[src/rtl/bcr_pkg.sv]
// Shared types, constants and weight arithmetic of the bicubic resampler.
`default_nettype none

package bcr_pkg;

   localparam int CHANNELS_DEF = 4;
   localparam int MAX_SIZE_DEF = 128;

   localparam logic FUNC_LOAD = 1'b0;
   localparam logic FUNC_REQ  = 1'b1;

   typedef enum logic [1:0] {
      CSR_SRC_HEIGHT      = 2'd0,
      CSR_SRC_WIDTH       = 2'd1,
      CSR_VERTICAL_STEP   = 2'd2,
      CSR_HORIZONTAL_STEP = 2'd3
   } csr_idx_type;

   typedef struct packed {
      logic [7:0]  src_height;
      logic [7:0]  src_width;
      logic [23:0] vertical_step;
      logic [23:0] horizontal_step;
   } cfg_type;

   typedef struct packed {
      logic              func;
      logic [1:0]        plane;
      logic [6:0]        row;
      logic [6:0]        col;
      logic [15:0]       sample;
      logic [16:0]       i0x;
      logic [16:0]       i0y;
      logic [3:0][17:0]  wx;
      logic [3:0][17:0]  wy;
   } item_type;

   // outer tap weight: -0.75(f^3 - 2f^2 + f), Q2.14 rounded half up
   function automatic logic [17:0] wt_outer(input logic [43:0] f3, input logic [28:0] f2,
                                            input logic [14:0] f1);
      logic signed [47:0] a3;
      logic signed [47:0] a2;
      logic signed [47:0] a1;
      logic signed [47:0] e;
      logic signed [47:0] n;
      logic signed [47:0] r;
      a3 = 48'(f3);
      a2 = 48'(f2);
      a1 = 48'(f1);
      e = a3 - (a2 <<< 15) + (a1 <<< 28);
      n = -(e + (e <<< 1));
      r = (n + 48'sd536870912) >>> 30;
      return r[17:0];
   endfunction

   // inner tap weight: (5f^3 - 9f^2 + 4)/4, Q2.14 rounded half up
   function automatic logic [17:0] wt_inner(input logic [43:0] f3, input logic [28:0] f2);
      logic signed [47:0] a3;
      logic signed [47:0] a2;
      logic signed [47:0] n;
      logic signed [47:0] r;
      a3 = 48'(f3);
      a2 = 48'(f2);
      n = a3 + (a3 <<< 2) - (a2 <<< 14) - (a2 <<< 17) + (48'sd1 <<< 44);
      r = (n + 48'sd536870912) >>> 30;
      return r[17:0];
   endfunction

endpackage

`default_nettype wire

[src/rtl/bcr_queue.sv]
// Two-entry queue between the front and back parts of the resampler.
`default_nettype none

module bcr_queue (
   input  wire logic              clock,
   input  wire logic              reset,
   input  wire logic              push,
   input  wire bcr_pkg::item_type push_data,
   output logic                   full,
   input  wire logic              pop,
   output bcr_pkg::item_type      head,
   output logic                   empty
);

   bcr_pkg::item_type entry_ff [2];
   logic       wr_ptr_ff;
   logic       rd_ptr_ff;
   logic [1:0] count_ff;

   assign full  = (count_ff == 2'd2);
   assign empty = (count_ff == 2'd0);
   assign head  = entry_ff[rd_ptr_ff];

   always_ff @(posedge clock) begin
      if (reset) begin
         wr_ptr_ff <= 1'b0;
         rd_ptr_ff <= 1'b0;
         count_ff  <= 2'd0;
      end else begin
         if (push && !full) begin
            wr_ptr_ff <= ~wr_ptr_ff;
         end
         if (pop && !empty) begin
            rd_ptr_ff <= ~rd_ptr_ff;
         end
         count_ff <= count_ff + 2'((push && !full) ? 1 : 0) - 2'((pop && !empty) ? 1 : 0);
      end
      if (push && !full) begin
         entry_ff[wr_ptr_ff] <= push_data;
      end
   end

endmodule

`default_nettype wire

[config.mk]
export PLATFORM = sky130hd
export DESIGN_NAME = bcr_queue
export DESIGN_NICKNAME = d
export VERILOG_FILES = /design/src/rtl/bcr_pkg.sv /design/src/rtl/bcr_queue.sv
export SDC_FILE = /design/constraint.sdc
export NUM_CORES = 1
export LEC_CHECK = 0
export ABC_CLOCK_PERIOD_IN_PS = 6400
export BUFFER_PORTS_ARGS = -buffer_cell sky130_fd_sc_hd__buf_2
export CORE_ASPECT_RATIO = 0.75
export CORE_UTILIZATION = 33
export DETAILED_ROUTE_END_ITERATION = 6
export GPL_TIMING_DRIVEN = 0
export PLACE_DENSITY_LB_ADDON = 0.25
export REMOVE_ABC_BUFFERS = 1
export SLEW_MARGIN = 20
export SYNTH_ARGS = -nofsm -noshare
export SYNTH_HDL_FRONTEND = slang
export SYNTH_SLANG_ARGS = --single-unit
export TNS_END_PERCENT = 20
[constraint.sdc]
create_clock -name clock -period 6.4 [get_ports clock]
set_input_delay 0.64 -clock clock [delete_from_list [all_inputs] [get_ports clock]]
set_output_delay 0.64 -clock clock [all_outputs]
set_load 0.01 [all_outputs]
[After elaboration in Yosys (flattened, before gate mapping)]
Memories as Yosys holds them, arrays and structs flattened. A register that Yosys moved wholly into a read port is not among the register bits.
Cells that the tools add are included.
Word-level totals
  register bits after elaboration: 4
  memory bits (writable): 422
  input bits: 215
  output and inout port bits: 213
  word-level logic and storage cells: 20
  memories kept: 1
Operators by class
  $add $sub $neg: 2
  equality and inequality tests: 1
  muxes and demuxes: 6
  bitwise gates (word level): 2
  reduce and logical (&&, ||, !) cells: 5
Memory list
  entry_ff: depth 2, bits a word 211, rd ports 1, clocked after Yosys merged registers in 1, write ports 1, RTL line bcr_queue.sv:15  | bcr_pkg::item_type entry_ff [2];
Operators with widths (count)
  two-way mux 1 bit: 6
  adder 2 x 1 -> 2 bit: 1
  == test 2 bit, second input constant: 1
  logical AND 1 bit: 2
  zero test 1 bit: 2
  zero test 2 bit: 1
  NOT 1 bit: 2
  subtractor 2 x 1 -> 2 bit: 1

[Longest topological paths before layout]
  depth in word-level cells: 6
  depth in mapped cells: 8
  gate-level depth less buffers: 8

[Least setup slack after synthesis]
Ideal clock, no wire load.
  kind: input-to-reg
  start: in push
  end: mem entry_ff[1][0] in the netlist's numbering, enable pin
  setup time: 599 ps
  data arrival time: 5507 ps
  data required time: 5801 ps
  path slack: 294 ps
  stages: 1
  path buffers: 0
  path through: and3_1
On the way
  word-level cells in the longest chain between the ends: 3
Ends and longest elaborated chain
  start: declaration: RTL line bcr_queue.sv:7  | input wire logic push,
  logical AND 1 bit: RTL line bcr_queue.sv:38  | if (push && !full) begin
  two-way mux 1 bit: RTL line bcr_queue.sv:38
  two-way mux 1 bit (not written as such): RTL line bcr_queue.sv:39  | entry_ff[wr_ptr_ff] <= push_data;
  end: declaration: RTL line bcr_queue.sv:15
Every way passes these cells.

==> impl_metrics.json <==
{
  "vias": 7871,
  "synth_warnings": 0,
  "arrival_ns": 2.53,
  "gr-total-overflow": 0,
  "numPortBuffers": 427,
  "fillers": 4178,
  "period_share_pct": 49.5,
  "synth_edf_count": 422,
  "synth_cells": 683,
  "placed_area_sq_um": 18500,
  "gp_congestion": 0.709,
  "clk-insertion-delay-late_ns": 0.56,
  "crit_fanout": 54,
  "coreArea_sq_um": 46200,
  "cts_hold_buf": 0,
  "fin_area_sq_um": 19900,
  "status": "finished, final reports clean",
  "rsz0062_at_grt": "no",
  "dp_hpwl_um": 21100,
  "drive_gt1_share_pct": 60.1,
  "max_freq_mhz": 316,
  "syn-cell-area_sq_um": 15500,
  "grt_pass1_wl_um": 47100,
  "end_kind": "primary output",
  "syn2layout_area_growth_pct": 28.0,
  "final_util_pct": 43.0,
  "vias_per_cell": 4.35,
  "grt_max_degree": 95,
  "power_density_nw_per_um2": 410,
  "drc_errors": 0,
  "fp.dieH_um": 190,
  "cts_root_buf": "clkbuf_16",
  "cts-buffers-inserted": 45,
  "min_path_type": "in -> reg",
  "slew_violations": 0,
  "dr.pass1.iters": 4,
  "max_cap_violations": 0,
  "grt_antenna_before_repair": 8,
  "htreeDepth": 2,
  "ioPinCount": 428,
  "setup_violations": 0,
  "post_cts_buffers": 0,
  "ff_latch_area_sq_um": 12800,
  "hold_violations": 0,
  "synth_cell_type_count": 20,
  "cp.required_ns": 5.76,
  "rows": 68,
  "vdd_drop_max_mv": 0.248,
  "synth_top_area_share_pct": 81.6,
  "cts_buffer_depth": 3,
  "nNetsFinal": 1362,
  "die_area_sq_um": 47900,
  "wl_per_cell_um": 17.6,
  "layout_min_cycle_time_ns": 3.17,
  "tritoncts": "built",
  "ys_ff_latch": 427,
  "start_util_pct": 33.6,
  "crit_type": "reg -> out",
  "grt.total_usage_pct": 12.8,
  "clk_pin_slew_ns": 0.06,
  "synthArstFlopShare_pct": 0,
  "cts.sinks": 427,
  "synth_flop_cell": "edfxtp_1",
  "drt_iter0_markers": 316,
  "final_antenna_net_count": 0,
  "max_slew_margin_pct": 60.7,
  "yosysSeqAreaShare_pct": 82.3,
  "cts_resized": 0,
  "chipWidth_um": 252,
  "synth.avg_cell_area_sq_um": 22.7,
  "critPathLaunchType": "flop",
  "setup_tns_ns": 0,
  "worst_pin_slew_ns": 0.590,
  "synth.area.top_cells": "edfxtp_1 82%, mux2_2 15%, buf_6 1.5%",
  "routed_wl_um": 31800,
  "yosysTopAreaCell": "edfxtp_1",
  "leakage_nw": 7.29,
  "multi_input_area_sq_um": 2500,
  "skew_ns": 0.0148,
  "grt_pass1_vias": 8111
}
## synth_stat cells (2+ instances only)
cell type and instances:
edfxtp_1 422, mux2_2 211, buf_6 21, dfxtp_1 5, inv_1 4, nor2_1 4
buf_2 2, ha_1 2
## area by class of cell
| type | instances | share of cell area, % |
|---|---|---|
| flip-flops and latches | 427 | 64.3 |
| multi-input cells | 229 | 12.6 |
| repair buffers | 438 | 12.2 |
| clock buffers | 58 | 6.13 |
| well taps | 630 | 3.97 |
| clock inverters | 20 | 0.724 |
| inverters | 4 | 0.113 |
| diodes | 2 | 0.0252 |
## registers in the layout, indices dropped and copies added, names as in the netlist, named ones only
register / cells
count_ff: 2
entry_ff: 422
rd_ptr_ff: 1
wr_ptr_ff: 1
## stage by stage
stage | std cells | power [mW] | hold slack (ns) | setup WS (ns)
6_report | 1808 | 8.14 | 0.270 | 3.23
5_1_grt | 1808 | 8.54 | 0.228 | 3.07
4_1_cts | 1806 | 8.28 | 0.225 | 3.15
3_5_place_dp | 1728 | 5.81 | 0.498 | 3.76
3_3_place_gp | 1717 | 6.14 | 0.480 | -3.40
2_1_floorplan | 660 | 5.08 | 0.452 | 0.0788
## power by group
group | internal, mW | switching, mW
Combinational | 0.945 | 1.08
Sequential | 3.56 | 0.115
Clock | 1.41 | 1.02
Total | 5.92 | 2.22
## worst max-delay path, stage by stage, from the launching register on
cell and delay (ns):
dfxtp_4 0.71, buf_16 0.32, buf_16 0.30, mux2_2 0.41, buf_2 0.16
## final timing paths
path	start	end	slack, ns	depth (start not counted)
max reg2reg	count_ff[0]	entry_ff[0][80]	4.22	5
min	push_data[198]	entry_ff[0][198]	0.27	1
min reg2reg	wr_ptr_ff	wr_ptr_ff	0.50	2
max	flop	head[144]	3.23	4
## layout by cell type (no fill, tap or decap), drive strengths merged, types with 2 or more instances in the layout
cell type / instances
buf: 438
edfxtp: 422
mux2: 211
clkbuf: 58
clkinv: 16
dfxtp: 5
inv: 5
nor2: 4
diode: 2
ha: 2
bufinv: 2
## cell families after synthesis
family,share of synthesized area [%]
xor gates and xnor gates,0.113
buffers and inverters,1.68
and+or+nand+nor,0.371
AOI/OAI and AO/OA,0.113
adders and majority gates,0.161
DFF,82.3
muxes,15.3
## layer usage
metal	GRT usage [%]	routed length [um]	vias to the layer above
met1	15.4	13000	3870
met5	0	60	-
met2	20.3	14900	266
met4	4.87	830	8
met3	5.55	3050	62
li1	-	-	3665
No activity file was read; power rests on OpenSTA's default activity.
